`config.mk`:
```
export PLATFORM = sky130hd
export DESIGN_NAME = rnvs_ctrl
export DESIGN_NICKNAME = d
export VERILOG_FILES = /design/src/rtl/core/rnvs_pkg.sv /design/src/rtl/core/rnvs_ctrl.sv
export SDC_FILE = /design/constraint.sdc
export NUM_CORES = 1
export LEC_CHECK = 0
export BUFFER_PORTS_ARGS = -buffer_cell sky130_fd_sc_hd__buf_4
export CAP_MARGIN = 5
export CORE_MARGIN = 8
export CORE_UTILIZATION = 30
export DETAILED_ROUTE_END_ITERATION = 10
export GPL_ROUTABILITY_DRIVEN = 0
export HOLD_SLACK_MARGIN = 0.05
export SYNTH_ARGS = -nofsm -noshare
export SYNTH_HDL_FRONTEND = slang
export SYNTH_SLANG_ARGS = --single-unit
```
`constraint.sdc`:
```
create_clock -name clk -period 1.7 [get_ports clk]
set_input_delay 0.17 -clock clk [delete_from_list [all_inputs] [get_ports clk]]
set_output_delay 0.17 -clock clk [all_outputs]
set_load 0.03 [all_outputs]
```
`src/rtl/core/rnvs_pkg.sv`:
```
`timescale 1ns / 1ps
// ---------------------------------------------------------------------------
// Resistor network solver package
// Shared widths, command and status codes, controller states and the
// command/status bundles between the controller and the datapath.
// ---------------------------------------------------------------------------
package rnvs_pkg;

    localparam int DEF_MAX_NODES = 64;
    localparam int DEF_MAX_EDGES = 256;

    localparam int CMD_W     = 3;
    localparam int ID_W      = 6;
    localparam int RES_W     = 24;
    localparam int VOLT_W    = 32;
    localparam int CFG_W     = 16;
    localparam int STAT_W    = 3;
    localparam int CFG_IDX_W = 1;
    localparam int G_W       = 37;
    localparam int G_SHIFT   = 36;
    localparam int WORST_W   = VOLT_W + 1;

    localparam logic [CFG_W-1:0] TOL_RESET    = 16'd7;
    localparam logic [CFG_W-1:0] SWEEPS_RESET = 16'd1000;

    typedef enum logic [CMD_W-1:0] {
        CMD_CLEAR = 3'd0,
        CMD_ADD   = 3'd1,
        CMD_FIX   = 3'd2,
        CMD_UNFIX = 3'd3,
        CMD_SOLVE = 3'd4
    } cmd_t;

    typedef enum logic [STAT_W-1:0] {
        ST_OK     = 3'd0,
        ST_FULL   = 3'd1,
        ST_SELF   = 3'd2,
        ST_LIMIT  = 3'd3,
        ST_NONODE = 3'd4
    } status_t;

    typedef enum logic [CFG_IDX_W-1:0] {
        REG_TOLERANCE  = 1'b0,
        REG_MAX_SWEEPS = 1'b1
    } reg_idx_t;

    typedef enum logic [4:0] {
        S_IDLE,
        S_DECODE,
        S_RESP,
        S_GDIV,
        S_NODE,
        S_SELF_CAP,
        S_EDGE_RD,
        S_EDGE_CHK,
        S_MUL_LO,
        S_MUL_HI,
        S_ACC,
        S_DIV_START,
        S_VDIV,
        S_NODE_ADV,
        S_SWEEP_END,
        S_OUT_SCAN,
        S_OUT_EMIT
    } state_t;

    // Commands from the controller to the datapath.
    typedef struct packed {
        logic    load;
        logic    clear;
        logic    add_write;
        logic    fix_write;
        logic    unfix;
        logic    set_rsp;
        status_t rsp_code;
        logic    div_g;
        logic    div_v;
        logic    sweep_start;
        logic    sweeps_clear;
        logic    node_begin;
        logic    node_next;
        logic    vrd_self;
        logic    vrd_other;
        logic    edge_rd;
        logic    edge_skip;
        logic    mul_lo;
        logic    mul_hi;
        logic    acc_add;
        logic    node_update;
        logic    set_final;
        logic    emit_single;
        logic    emit_node;
    } ctrl_cmd_t;

    // Status from the datapath to the controller.
    typedef struct packed {
        logic [CMD_W-1:0] cmd;
        logic             self_loop;
        logic             a_in_range;
        logic             ab_in_range;
        logic             table_full;
        logic             any_present;
        logic             node_active;
        logic             node_present;
        logic             node_last;
        logic             edge_more;
        logic             edge_match;
        logic             den_zero;
        logic             div_done;
        logic             need_sweep;
        logic             out_free;
        logic             out_last;
    } dp_stat_t;

endpackage

```
`src/rtl/core/rnvs_ctrl.sv`:
```
`timescale 1ns / 1ps
// ---------------------------------------------------------------------------
// Solver controller
// State machine that sequences commands, sweeps, edge scans and results.
// ---------------------------------------------------------------------------
module rnvs_ctrl (
    input  logic                clk,
    input  logic                rst_n,
    input  logic                in_valid,
    output logic                in_ready,
    output rnvs_pkg::ctrl_cmd_t cmd,
    input  rnvs_pkg::dp_stat_t  stat
);

    rnvs_pkg::state_t state_reg;
    rnvs_pkg::state_t state_next;

    // State register.
    always_ff @(posedge clk or negedge rst_n)
    begin
        if (!rst_n)
        begin
            state_reg <= rnvs_pkg::S_IDLE;
        end
        else
        begin
            state_reg <= state_next;
        end
    end

    // Next state.
    always_comb
    begin
        state_next = state_reg;
        case (state_reg)
            rnvs_pkg::S_IDLE:
            begin
                if (in_valid)
                begin
                    state_next = rnvs_pkg::S_DECODE;
                end
            end
            rnvs_pkg::S_DECODE:
            begin
                state_next = rnvs_pkg::S_RESP;
                case (stat.cmd)
                    rnvs_pkg::CMD_ADD:
                    begin
                        if (!stat.self_loop && stat.ab_in_range && !stat.table_full)
                        begin
                            state_next = rnvs_pkg::S_GDIV;
                        end
                    end
                    rnvs_pkg::CMD_SOLVE:
                    begin
                        if (stat.any_present)
                        begin
                            state_next = rnvs_pkg::S_NODE;
                        end
                    end
                    default: state_next = rnvs_pkg::S_RESP;
                endcase
            end
            rnvs_pkg::S_RESP:
            begin
                if (stat.out_free)
                begin
                    state_next = rnvs_pkg::S_IDLE;
                end
            end
            rnvs_pkg::S_GDIV:
            begin
                if (stat.div_done)
                begin
                    state_next = rnvs_pkg::S_RESP;
                end
            end
            rnvs_pkg::S_NODE:
            begin
                if (stat.node_active)
                begin
                    state_next = rnvs_pkg::S_SELF_CAP;
                end
                else if (stat.node_last)
                begin
                    state_next = rnvs_pkg::S_SWEEP_END;
                end
            end
            rnvs_pkg::S_SELF_CAP: state_next = rnvs_pkg::S_EDGE_RD;
            rnvs_pkg::S_EDGE_RD:
            begin
                state_next = stat.edge_more ? rnvs_pkg::S_EDGE_CHK
                                            : rnvs_pkg::S_DIV_START;
            end
            rnvs_pkg::S_EDGE_CHK:
            begin
                state_next = stat.edge_match ? rnvs_pkg::S_MUL_LO
                                             : rnvs_pkg::S_EDGE_RD;
            end
            rnvs_pkg::S_MUL_LO: state_next = rnvs_pkg::S_MUL_HI;
            rnvs_pkg::S_MUL_HI: state_next = rnvs_pkg::S_ACC;
            rnvs_pkg::S_ACC:    state_next = rnvs_pkg::S_EDGE_RD;
            rnvs_pkg::S_DIV_START:
            begin
                state_next = stat.den_zero ? rnvs_pkg::S_NODE_ADV : rnvs_pkg::S_VDIV;
            end
            rnvs_pkg::S_VDIV:
            begin
                if (stat.div_done)
                begin
                    state_next = rnvs_pkg::S_NODE_ADV;
                end
            end
            rnvs_pkg::S_NODE_ADV:
            begin
                state_next = stat.node_last ? rnvs_pkg::S_SWEEP_END : rnvs_pkg::S_NODE;
            end
            rnvs_pkg::S_SWEEP_END:
            begin
                state_next = stat.need_sweep ? rnvs_pkg::S_NODE : rnvs_pkg::S_OUT_SCAN;
            end
            rnvs_pkg::S_OUT_SCAN:
            begin
                if (stat.node_present)
                begin
                    state_next = rnvs_pkg::S_OUT_EMIT;
                end
            end
            rnvs_pkg::S_OUT_EMIT:
            begin
                if (stat.out_free)
                begin
                    state_next = stat.out_last ? rnvs_pkg::S_IDLE : rnvs_pkg::S_OUT_SCAN;
                end
            end
            default: state_next = rnvs_pkg::S_IDLE;
        endcase
    end

    // Outputs.
    always_comb
    begin
        cmd          = '0;
        cmd.rsp_code = rnvs_pkg::ST_OK;
        in_ready     = state_reg == rnvs_pkg::S_IDLE;
        case (state_reg)
            rnvs_pkg::S_IDLE:
            begin
                cmd.load = in_valid;
            end
            rnvs_pkg::S_DECODE:
            begin
                cmd.set_rsp = 1'b1;
                case (stat.cmd)
                    rnvs_pkg::CMD_CLEAR:
                    begin
                        cmd.clear = 1'b1;
                    end
                    rnvs_pkg::CMD_ADD:
                    begin
                        if (stat.self_loop)
                        begin
                            cmd.rsp_code = rnvs_pkg::ST_SELF;
                        end
                        else if (stat.ab_in_range && stat.table_full)
                        begin
                            cmd.rsp_code = rnvs_pkg::ST_FULL;
                        end
                        else if (stat.ab_in_range)
                        begin
                            cmd.div_g = 1'b1;
                        end
                    end
                    rnvs_pkg::CMD_FIX:
                    begin
                        cmd.fix_write = stat.a_in_range;
                    end
                    rnvs_pkg::CMD_UNFIX:
                    begin
                        cmd.unfix = stat.a_in_range;
                    end
                    rnvs_pkg::CMD_SOLVE:
                    begin
                        if (stat.any_present)
                        begin
                            cmd.set_rsp      = 1'b0;
                            cmd.sweep_start  = 1'b1;
                            cmd.sweeps_clear = 1'b1;
                        end
                        else
                        begin
                            cmd.rsp_code = rnvs_pkg::ST_NONODE;
                        end
                    end
                    default: cmd.set_rsp = 1'b1;
                endcase
            end
            rnvs_pkg::S_RESP:
            begin
                cmd.emit_single = stat.out_free;
            end
            rnvs_pkg::S_GDIV:
            begin
                cmd.add_write = stat.div_done;
            end
            rnvs_pkg::S_NODE:
            begin
                cmd.vrd_self  = stat.node_active;
                cmd.node_next = !stat.node_active && !stat.node_last;
            end
            rnvs_pkg::S_SELF_CAP:
            begin
                cmd.node_begin = 1'b1;
            end
            rnvs_pkg::S_EDGE_RD:
            begin
                cmd.edge_rd = stat.edge_more;
            end
            rnvs_pkg::S_EDGE_CHK:
            begin
                cmd.vrd_other = stat.edge_match;
                cmd.edge_skip = !stat.edge_match;
            end
            rnvs_pkg::S_MUL_LO:
            begin
                cmd.mul_lo = 1'b1;
            end
            rnvs_pkg::S_MUL_HI:
            begin
                cmd.mul_hi = 1'b1;
            end
            rnvs_pkg::S_ACC:
            begin
                cmd.acc_add = 1'b1;
            end
            rnvs_pkg::S_DIV_START:
            begin
                cmd.div_v = !stat.den_zero;
            end
            rnvs_pkg::S_VDIV:
            begin
                cmd.node_update = stat.div_done;
            end
            rnvs_pkg::S_NODE_ADV:
            begin
                cmd.node_next = !stat.node_last;
            end
            rnvs_pkg::S_SWEEP_END:
            begin
                cmd.sweep_start = stat.need_sweep;
                cmd.set_final   = !stat.need_sweep;
            end
            rnvs_pkg::S_OUT_SCAN:
            begin
                cmd.vrd_self  = stat.node_present;
                cmd.node_next = !stat.node_present;
            end
            rnvs_pkg::S_OUT_EMIT:
            begin
                cmd.emit_node = stat.out_free;
                cmd.node_next = stat.out_free && !stat.out_last;
            end
            default: cmd.load = 1'b0;
        endcase
    end

endmodule
```
# [Word level (Yosys, flattened, before mapping)]
# Index checks and enable logic that the tools add are counted.
# Widths: inputs -> output; s select.
[totals] ff_bits=5 inputBits=21 word_cells=99
[op_classes] muxes=53 n_reduce_logical=18 eq_ne=27
[ops] operator="$pmux 5 s16" count=1
[ops] operator="$eq 5x4->1 const B" count=8
[ops] operator="$mux 5" count=8
[ops] operator="$mux 1" count=28
[ops] operator="$eq 5x3->1 const B" count=4
[ops] operator="$mux 4" count=5
[ops] operator="$ne 2x2->1 const B" count=6
[ops] operator="$eq 5x2->1 const B" count=2
[ops] operator="$pmux 5 s2" count=1
[ops] operator="$logic_not 1->1" count=9
[ops] operator="$mux 7" count=1
[ops] operator="$reduce_and 7->1" count=1
[ops] operator="$eq 3x2->1 const B" count=2
[ops] operator="$mux 2" count=3
[ops] operator="$mux 3" count=2
[ops] operator="$pmux 3 s2" count=1
[ops] operator="$eq 5x1->1 const B" count=1
[ops] operator="$eq 5x5->1 const B" count=1
[ops] operator="$logic_and 1x1->1" count=5
[ops] operator="$logic_not 5->1" count=1
[ops] operator="$pmux 1 s2" count=2
[ops] operator="$pmux 1 s4" count=1
[ops] operator="$eq 3x1->1 const B" count=1
[ops] operator="$eq 3x3->1 const B" count=1
[ops] operator="other kinds (3)" count=3

# [Longest topological paths before layout]
# Gate-level depths: netlist (run 1).
[logic_depth] depth_word=6 mapped_depth=7

# [Worst setup path after synthesis (run 1)]
# No wires, ideal clock.
[synth_timing] path_type="register to output" from="register state_reg[2]" to="output cmd[25] (netlist name)" stages_incl_launch_ff=5 required_time_ns=1.530 setup_slack_ns=-0.598 t_arrival_ns=2.128 path_cell_list="dfrtp_1 > buf_6 > or3_2 > nor3_1 > and2_1"
[synth_lines] item="start, declared" line_no="rnvs_ctrl.sv:15" text="rnvs_pkg::state_t state_reg;"
[synth_lines] item="start signal, assigned" line_no="rnvs_ctrl.sv:23" text="state_reg <= rnvs_pkg::S_IDLE;"
[synth_lines] item="start signal, assigned" line_no="rnvs_ctrl.sv:27" text="state_reg <= state_next;"
[synth_lines] item="end, declared" line_no="rnvs_ctrl.sv:11" text="output rnvs_pkg::ctrl_cmd_t cmd,"

==> results of run 1 <==
==> worst reg2reg max path: cells and delay by family, from the launching register on <==
| kind | cells | cell delay, ns |
|---|---|---|
| flops | 1 | 0.42 |
| mux | 1 | 0.19 |
| compound gates | 2 | 0.38 |
| simple gates | 2 | 0.37 |
| buf+inv | 3 | 0.48 |
==> how the worst min path moves through the flow <==
stage | slack, ns | to | start
after global routing | 0.23 | state_reg[4]$_DFFE_PN0P_ | stat[1]
after floorplan | -0.13 | state_reg[0]$_DFFE_PN0P_ | rst_n
final | 0.22 | state_reg[4]$_DFFE_PN0P_ | stat[1]
after CTS | 0.20 | state_reg[4]$_DFFE_PN0P_ | stat[1]
after global placement | -0.03 | state_reg[1]$_DFFE_PN0P_ | rst_n
after detailed placement | -0.03 | state_reg[1]$_DFFE_PN0P_ | rst_n
==> kinds of logic (layout without fill, tap and decap cells) <==
family	count (synthesis)	in the layout	synth area share, %
AO/OA/AOI/OAI	21	21	14.4
buffers and inverters	16	110	14.0
XOR/XNOR	1	1	0.890
multiplexers	5	5	5.59
flip-flops	5	5	12.7
AND/OR/NAND/NOR	80	80	52.5
==> layer usage <==
layer | vias to the layer above | routed length (um)
met5 | - | 0
met4 | 0 | 44
met3 | 4 | 236
met2 | 50 | 2250
met1 | 673 | 1800
li1 | 669 | -
==> final cells by class <==
| class | instances | share of cell area (%) |
|---|---|---|
| multi-input combinational | 107 | 46.5 |
| timing repair buffer | 100 | 42.1 |
| sequential | 5 | 6.20 |
| clock buffer | 4 | 1.25 |
| tap | 46 | 2.74 |
| inverter | 6 | 1.19 |
==> timing repair <==
action                                  CTS  global route
resized for setup                        45            36
hold buffers                              1             0
cloned                                    0             0
pin swaps                                10            11
endpoints found under the setup margin   28            30
buffers inserted                          9             3
hold endpoints to repair                  5             0
==> power groups by stage <==
| stage | logic, mW | clock network (mW) | registers, mW |
|---|---|---|---|
| detailed placement | 2.08 | 0 | 0.251 |
| floorplan | 1.30 | 0 | 0.214 |
| global route | 3.09 | 0.143 | 0.250 |
| CTS | 2.55 | 0.143 | 0.230 |
| finish | 2.90 | 0.134 | 0.243 |
| global placement | 2.06 | 0 | 0.246 |
==> synth_stat cells (all sizes together), types with 3 or more instances <==
cell type / n / area (um2)
o21ai: 4 / 20.0
clkbuf: 5 / 58.8
inv: 6 / 22.5
or3: 3 / 30.0
nand3: 5 / 25.0
nand2b: 4 / 25.0
dfrtp: 5 / 125
and3: 7 / 45.1
nor2: 13 / 48.8
nor2b: 3 / 26.3
nor3: 10 / 55.1
nand4: 3 / 18.8
nor3b: 6 / 50.1
buf: 5 / 56.3
a21oi: 7 / 35.0
mux2: 4 / 45.0
nand2: 7 / 26.3
==> cell usage in the layout (no fill, tap or decap), types with 2 or more instances in the layout <==
| cell | count |
|---|---|
| nor2_4 | 5 |
| dfrtp_2 | 4 |
| or3_4 | 3 |
| and2_4 | 2 |
| a21oi_1 | 6 |
| nor2_1 | 7 |
| and3_1 | 3 |
| nand3b_1 | 2 |
| nand2b_1 | 4 |
| nor3b_4 | 3 |
| nor3_1 | 2 |
| nor4_4 | 2 |
| buf_6 | 33 |
| nand3_1 | 4 |
| nand4_1 | 3 |
| o21ai_0 | 3 |
| nor4bb_1 | 2 |
| nor2b_4 | 2 |
| inv_1 | 4 |
| clkbuf_4 | 3 |
| nor3_4 | 4 |
| buf_4 | 65 |
| nand2_1 | 5 |
| nor3_2 | 4 |
| nor3b_1 | 2 |
| and3_4 | 3 |
| mux2_1 | 2 |
==> stage by stage <==
| stage | setup WS, ns | cell area [um2] | std cells | power, mW |
|---|---|---|---|---|
| 2_1_floorplan | -0.194 | 1070 | 128 | 1.51 |
| 3_3_place_gp | -0.166 | 1660 | 251 | 2.30 |
| 3_5_place_dp | -0.271 | 1660 | 251 | 2.33 |
| 4_1_cts | -0.290 | 1940 | 265 | 2.92 |
| 5_1_grt | -0.331 | 2100 | 268 | 3.48 |
| 6_report | -0.284 | 2100 | 268 | 3.28 |
==> impl_metrics.csv, run 1 <==
group,metric,value,unit
status,status,"finished with violations",
status,failed_checks,"negative setup slack",
clock_network,clk_latency,0.24,ns
power_and_ir_drop,netSwitchingPower,1.48,mW
clock_network,clkTransAtPathRegs,0.04,ns
die,rows,21,
route,detail-route-antenna-nets,0,
worst_setup_path,worstPathMaxFanout,4,
layout,antenna_cells,0,
clock_network,htreeDepth,1,
power_and_ir_drop,p_sw_share,45.2,%
layout,nets,244,
timing,fin_worst_skew,0.00269,ns
placed_design,portBuffers,47,
grt,grtUsageMet1,19.1,%
layout,drive_above_1_share,70.3,%
grt,antenna_found_initial,0,
route,postRouteWirelength,4.33,mm
run,drv_cap,0,
layout,nFillCells,266,
timing,maxSlewViolCount,0,
worst_setup_path,rrSetupSlack,-0.23,ns
worst_setup_path,crit_end,"cmd[11]",
min_path,hold_depth,2,
worst_setup_path,r2r_cells,8,
worst_setup_path,crit_cells,5,
die,die_y,73.3,um
route,wl_per_cell,16.2,um
die,ios,48,
logic_synthesis,ys_async_sr_fraction,100,%
logic_synthesis,synth_edf_count,0,
timing,slew_headroom,75.9,%
grt,busiest_layer,"met2",
route,drtPass1Iterations,4,
logic_synthesis,syn_inst,128,
layout,multi_input_area,976,um2
worst_setup_path,critPathBufInv,1,
timing,final_hold_viol_count,0,
clock_network,clock_sinks,5,
timing,setup_viol,28,
grt,grt_pass1_vias,1353,
logic_synthesis,ys_seq_area_share,12.7,%
timing,fin_setup_tns,-3.52,ns
die,core,3230,um2
clock_network,clockBufferDepth,2,
logic_synthesis,ys.flop_type,"dfrtp_1",
worst_setup_path,cp_top_family,"simple AND/OR/NAND/NOR gates",
timing,fin_crit_sh,117,%
clock_network,cts_tree,"built",
logic_synthesis,syn_avg_cell_area,7.69,um2
worst_setup_path,max_stage_delay,0.43,ns
grt,use_met3,1.64,%
route,drc,0,
power_and_ir_drop,cellInternalPower,1.80,mW
layout,register_area,130,um2
die,die_width,73.3,um
clock_network,cts_made_buffers,3,
route,drt_iter0_drc,90,
logic_synthesis,yosysWarnings,0,
logic_synthesis,synth.distinct_cells,52,
worst_setup_path,startpoint,"state_reg[4]$_DFFE_PN0P_",
route,via_per_inst,5.21,
die,fp.dieArea,5370,um2
power_and_ir_drop,combPwrFrac,88.5,%
clock_network,root_buffer,"clkbuf_4",
min_path,hold_path_class,"in -> reg",
power_and_ir_drop,p_per_area,1560,nW/um2
grt,grt_util_met2,25.4,%
worst_setup_path,worst_path_most_repeated_cell,"or3_4",
timing,fmax,504,MHz
worst_setup_path,cpMaxStageDelayCell,"dfrtp_2",
timing,whs,0.216,ns
timing,final.min_clock_period,1.98,ns
worst_setup_path,regToRegEndpoint,"state_reg[3]$_DFFE_PN0P_",
layout,syn2layout_area_growth,113,%
power_and_ir_drop,leakage,0.929,nW
worst_setup_path,cp-end-kind,"primary output",
grt,grt_usage,15.0,%
logic_synthesis,synth_nets,149,
placed_design,dp_hpwl,3.14,mm
timing,worstMarginPinSlew,0.353,ns
layout,largest_reg_flops,5,
power_and_ir_drop,irDropWorstVdd,0.993,mV
grt,grt_max_degree,13,
worst_setup_path,cp-start-kind,"flip-flop",
logic_synthesis,synth_seq_cells,5,
grt,grt_overflow,0,
timing,rsz0062_at_grt,"yes",
power_and_ir_drop,seq_power_share,7.4,%
worst_setup_path,arrival,1.81,ns
logic_synthesis,syn_area,985,um2
worst_setup_path,crit_path_cell_trace,"or3_4 -> or3_4 -> a21oi_2 -> a211o_4 -> buf_6",
grt,grt_pass1_wl,6.51,mm
power_and_ir_drop,clkPwrFrac,4.1,%
worst_setup_path,r2r_start,"state_reg[3]$_DFFE_PN0P_",
timing,fin_ws,-0.284,ns
route,via_count,1396,
worst_setup_path,critPathKind,"reg -> out",
layout,final_util,65.0,%
die,start_util,30.5,%
worst_setup_path,required,1.53,ns
Note: power is estimated with default switching activity, not from simulation.
==> run 2: changes to the inputs <==
CORE_UTILIZATION = 24   (was 30)
==> impl_metrics.csv, run 2 (same netlist as run 1, synthesis figures left out) <==
group,metric,value,unit
timing,rsz0062_at_grt,"yes",
grt,grt_overflow,0,
worst_setup_path,max_stage_delay,0.43,ns
grt,grt_pass1_vias,1429,
worst_setup_path,cp_top_family,"buffers and inverters",
layout,antenna_cells,0,
worst_setup_path,cpMaxStageDelayCell,"dfrtp_2",
worst_setup_path,arrival,1.83,ns
power_and_ir_drop,leakage,1.07,nW
route,drc,0,
timing,fin_worst_skew,0.00935,ns
worst_setup_path,cp-end-kind,"primary output",
worst_setup_path,worst_path_most_repeated_cell,"buf_4",
route,wl_per_cell,18.0,um
min_path,hold_depth,2,
timing,fin_ws,-0.305,ns
die,rows,23,
min_path,hold_path_startpoint,"stat[1]",
timing,slew_headroom,73.1,%
timing,final_hold_viol_count,0,
die,ios,48,
die,die_width,80.1,um
timing,whs,0.168,ns
layout,nFillCells,330,
power_and_ir_drop,irDropWorstVdd,0.756,mV
run,drv_cap,0,
clock_network,cts_made_buffers,3,
layout,mostFrequentLayoutCell,"buf_4",
route,via_per_inst,5.18,
route,drt_iter0_drc,88,
min_path,min_to,"state_reg[4]$_DFFE_PN0P_",
route,via_count,1513,
route,postRouteWirelength,5.26,mm
power_and_ir_drop,finalPower,3.84,mW
timing,fin_crit_sh,118,%
route,detail-route-antenna-nets,0,
route,drtPass1Iterations,4,
layout,syn2layout_area_growth,140,%
layout,fin_area,2360,um2
timing,fin_setup_tns,-4.32,ns
clock_network,clk_latency,0.23,ns
die,fp.dieArea,6410,um2
worst_setup_path,crit_path_cell_trace,"buf_4 -> buf_6 -> nor2b_4 -> nand4_1 -> buf_4 -> nor3_2 -> buf_4",
grt,grt_usage,12.6,%
min_path,hold_path_class,"in -> reg",
grt,grt_pass1_wl,6.66,mm
layout,drive_above_1_share,74.4,%
placed_design,dp_hpwl,3.16,mm
placed_design,place_ws,-0.182,ns
worst_setup_path,cp-start-kind,"flip-flop",
status,status,"finished with violations",
timing,maxSlewViolCount,0,
worst_setup_path,critPathBufInv,4,
worst_setup_path,regToRegEndpoint,"state_reg[3]$_DFFE_PN0P_",
clock_network,htreeDepth,1,
timing,setup_viol,27,
clock_network,root_buffer,"clkbuf_8",
worst_setup_path,r2r_start,"state_reg[1]$_DFFE_PN0P_",
clock_network,clockBufferDepth,2,
placed_design,dpl.cell_count,259,
layout,largest_reg_flops,5,
worst_setup_path,worstPathMaxFanout,4,
worst_setup_path,required,1.53,ns
die,die_y,80.1,um
worst_setup_path,critPathKind,"reg -> out",
worst_setup_path,r2r_cells,6,
timing,fmax,499,MHz
placed_design,place_area,1700,um2
worst_setup_path,rrSetupSlack,-0.26,ns
timing,worstMarginPinSlew,0.393,ns
placed_design,portBuffers,47,
grt,grt_max_degree,12,
power_and_ir_drop,p_per_area,1630,nW/um2
layout,fin_cells,292,
layout,final_util,59.4,%
die,start_util,24.8,%
status,failed_checks,"negative setup slack",
layout,most-common-layout-cells,"buf_4 (77), buf_6 (41), nor2_1 (8), nor3_4 (6), a21oi_1 (6)",
layout,nets,264,
grt,antenna_found_initial,0,
timing,final.min_clock_period,2.00,ns
clock_network,clkTransAtPathRegs,0.04,ns
die,core,3970,um2
clock_network,clock_sinks,5,
clock_network,cts_tree,"built",
## run 2: power breakdown
part / internal [mW] / switching (mW) / total (mW)
clock network: 0.162 / 0.0686 / 0.231
registers: 0.183 / 0.0931 / 0.276
logic: 1.82 / 1.51 / 3.33
total: 2.16 / 1.68 / 3.84
## run 2: layer usage
metal / part of all wire [%] / global-route usage [%] / vias to the layer above
met5: 0 / 0 / -
li1: - / - / 704
met4: 2.4 / 5.64 / 0
met3: 7.0 / 2.90 / 12
met2: 50 / 21.1 / 67
met1: 41 / 14.9 / 730
## run 2: worst max-delay path by stage
stage | startpoint | cells past startpoint | end
2_1_floorplan | state_reg[2]$_DFFE_PN0P_ | 4 | cmd[25]
3_3_place_gp | state_reg[0]$_DFFE_PN0P_ | 6 | state_reg[0]$_DFFE_PN0P_
3_5_place_dp | state_reg[0]$_DFFE_PN0P_ | 6 | state_reg[0]$_DFFE_PN0P_
4_1_cts | state_reg[4]$_DFFE_PN0P_ | 5 | cmd[11]
5_1_grt | state_reg[0]$_DFFE_PN0P_ | 6 | cmd[11]
6_report | state_reg[2]$_DFFE_PN0P_ | 7 | cmd[17]
## run 2: cell type report
cell class	count	area [um2]	area share, %
multi-input cells	107	1030	43.8
flip-flops and latches	5	131	5.57
repair buffers	120	1060	45.1
inverters	6	22.5	0.954
well taps	50	62.6	2.65
clock buffers	4	45.0	1.91
## run 2: timing repair
item / 4_1_cts / 5_1_grt
buffers inserted: 16 / 17
endpoints found under the hold margin: 5 / 0
gates cloned: 0 / 0
hold buffers: 1 / 0
resized for setup: 51 / 48
pin swaps: 7 / 16
setup endpoints to repair: 25 / 31
==> run 3: changes to the inputs <==
SLEW_MARGIN = 40   (was not set)
clock period = 1.9 ns   (was 1.7 ns; I/O delays follow)
==> impl_metrics.csv, run 3 (same netlist as run 1, synthesis figures left out) <==
group,metric,value,unit
min_path,hold_depth,2,
layout,antenna_cells,0,
worst_setup_path,worst_path_most_repeated_cell,"buf_6",
timing,final_hold_viol_count,0,
route,drc,0,
worst_setup_path,crit_path_cell_trace,"buf_6 -> buf_6 -> nor4bb_2 -> a31oi_1 -> o32ai_2 -> nor3b_4 -> buf_4 -> mux2i_2",
route,detail-route-antenna-nets,0,
clock_network,htreeDepth,1,
layout,syn2layout_area_growth,83.6,%
die,rows,23,
worst_setup_path,regToRegEndpoint,"state_reg[3]$_DFFE_PN0P_",
timing,setup_viol,7,
route,drtPass1Iterations,4,
worst_setup_path,arrival,2.13,ns
die,start_util,24.8,%
grt,antenna_found_initial,0,
layout,mostFrequentLayoutCell,"buf_4",
clock_network,root_buffer,"clkbuf_8",
clock_network,clockBufferDepth,2,
worst_setup_path,cpMaxStageDelayCell,"dfrtp_2",
timing,fmax,496,MHz
timing,slew_headroom,73.9,%
die,core,3970,um2
clock_network,clock_sinks,5,
layout,final_util,45.5,%
layout,largest_reg_flops,5,
placed_design,portBuffers,47,
route,postRouteWirelength,4.24,mm
timing,fin_setup_tns,-0.418,ns
clock_network,cts_made_buffers,3,
run,drv_cap,0,
grt,grt_pass1_wl,6.12,mm
layout,fin_cells,257,
timing,rsz0062_at_grt,"yes",
worst_setup_path,rrSetupSlack,-0.12,ns
grt,grt_overflow,0,
power_and_ir_drop,finalPower,2.45,mW
layout,drive_above_1_share,61.4,%
worst_setup_path,max_stage_delay,0.44,ns
placed_design,dpl.cell_count,241,
grt,grt_usage,11.8,%
power_and_ir_drop,irDropWorstVdd,0.580,mV
timing,fin_crit_sh,106,%
clock_network,clkTransAtPathRegs,0.03,ns
worst_setup_path,required,2.02,ns
worst_setup_path,cp-start-kind,"flip-flop",
clock_network,clk_latency,0.22,ns
die,die_width,80.1,um
worst_setup_path,cp-end-kind,"flip-flop",
status,status,"finished with violations",
layout,most-common-layout-cells,"buf_4 (71), buf_6 (13), nor2_1 (12)",
worst_setup_path,critPathBufInv,3,
route,via_count,1304,
worst_setup_path,r2r_start,"state_reg[1]$_DFFE_PN0P_",
timing,fin_worst_skew,0.000708,ns
placed_design,dp_hpwl,3.14,mm
worst_setup_path,cp_top_family,"simple AND/OR/NAND/NOR gates",
route,drt_iter0_drc,112,
worst_setup_path,critPathKind,"reg -> reg",
placed_design,place_ws,0.00171,ns
die,fp.dieArea,6410,um2
timing,maxSlewViolCount,0,
route,via_per_inst,5.07,
power_and_ir_drop,leakage,0.820,nW
min_path,hold_path_class,"in -> reg",
clock_network,cts_tree,"built",
min_path,hold_path_startpoint,"stat[1]",
min_path,min_to,"state_reg[4]$_DFFE_PN0P_",
grt,grt_pass1_vias,1249,
grt,grt_max_degree,13,
layout,nets,229,
die,die_y,80.1,um
route,wl_per_cell,16.5,um
power_and_ir_drop,p_per_area,1350,nW/um2
worst_setup_path,worstPathMaxFanout,6,
die,ios,48,
status,failed_checks,"negative setup slack",
timing,fin_ws,-0.116,ns
worst_setup_path,crit_cells,8,
timing,worstMarginPinSlew,0.388,ns
worst_setup_path,r2r_cells,8,
timing,final.min_clock_period,2.02,ns
==> run 3: cell count changes in the layout (fill, tap and decap cells not counted), moves of 2 or more <==
cell,before,now
nor3_2,2,5
and3_4,3,0
nor3_4,6,1
nor2_1,8,12
buf_6,41,13
nor2_4,4,0
buf_4,77,71
nor2b_4,3,1
mux2_4,3,1
mux2_1,0,2
nor3_1,2,4
and3_1,3,6
==> run 3: area by class of cell <==
class	count	area (um2)
clock buffer	4	45.0
fill	403	2160
inverter	6	22.5
multi-input combinational	107	857
sequential	5	131
tap	50	62.6
timing repair buffer	85	689
==> run 3: worst reg2reg max path, stage by stage, from the launching register on <==
cell and delay, ns:
dfrtp_2 0.44, buf_6 0.13, buf_6 0.11, nor4bb_2 0.16, a31oi_1 0.20, o32ai_2 0.13
nor3b_4 0.32, buf_4 0.18, mux2i_2 0.24
==> run 3: worst max path at each step <==
stage                              from                  endpoint  slack, ns
2_1_floorplan  state_reg[2]$_DFFE_PN0P_                   cmd[25]      -0.13
5_1_grt        state_reg[1]$_DFFE_PN0P_  state_reg[3]$_DFFE_PN0P_      -0.20
4_1_cts        state_reg[1]$_DFFE_PN0P_                   cmd[11]      -0.08
3_5_place_dp   state_reg[1]$_DFFE_PN0P_  state_reg[0]$_DFFE_PN0P_      0.002
3_3_place_gp   state_reg[4]$_DFFE_PN0P_  state_reg[0]$_DFFE_PN0P_       0.02
6_report       state_reg[1]$_DFFE_PN0P_  state_reg[3]$_DFFE_PN0P_      -0.12
==> run 3: metrics by stage <==
stage | hold slack [ns] | area [um2]
after detailed placement | -0.00467 | 1520
after global routing | 0.215 | 1810
final | 0.205 | 1810
after global placement | -0.00588 | 1520
after floorplan | -0.106 | 1030
after CTS | 0.210 | 1630
==> run 3: layer usage <==
layer | track usage (%) | share of wire (%) | wire (um)
met5 | 0 | 0 | 0
met4 | 1.09 | 0 | 0
met3 | 1.79 | 4.5 | 189
met2 | 18.8 | 49 | 2080
met1 | 16.6 | 46 | 1960
==> run 3: report_power, final <==
group | internal, mW | leakage (nW) | switching (mW)
clock network | 0.144 | 0.0228 | 0.0491
logic | 0.994 | 0.740 | 1.00
registers | 0.164 | 0.0571 | 0.0930
total | 1.30 | 0.820 | 1.15
==> run 3: repair_timing <==
action	4_1_cts	5_1_grt
setup buffers	2	9
pin swaps	1	8
hold endpoints to repair	5	0
setup endpoints to repair	17	19
hold buffers	1	0
resized for setup	11	28
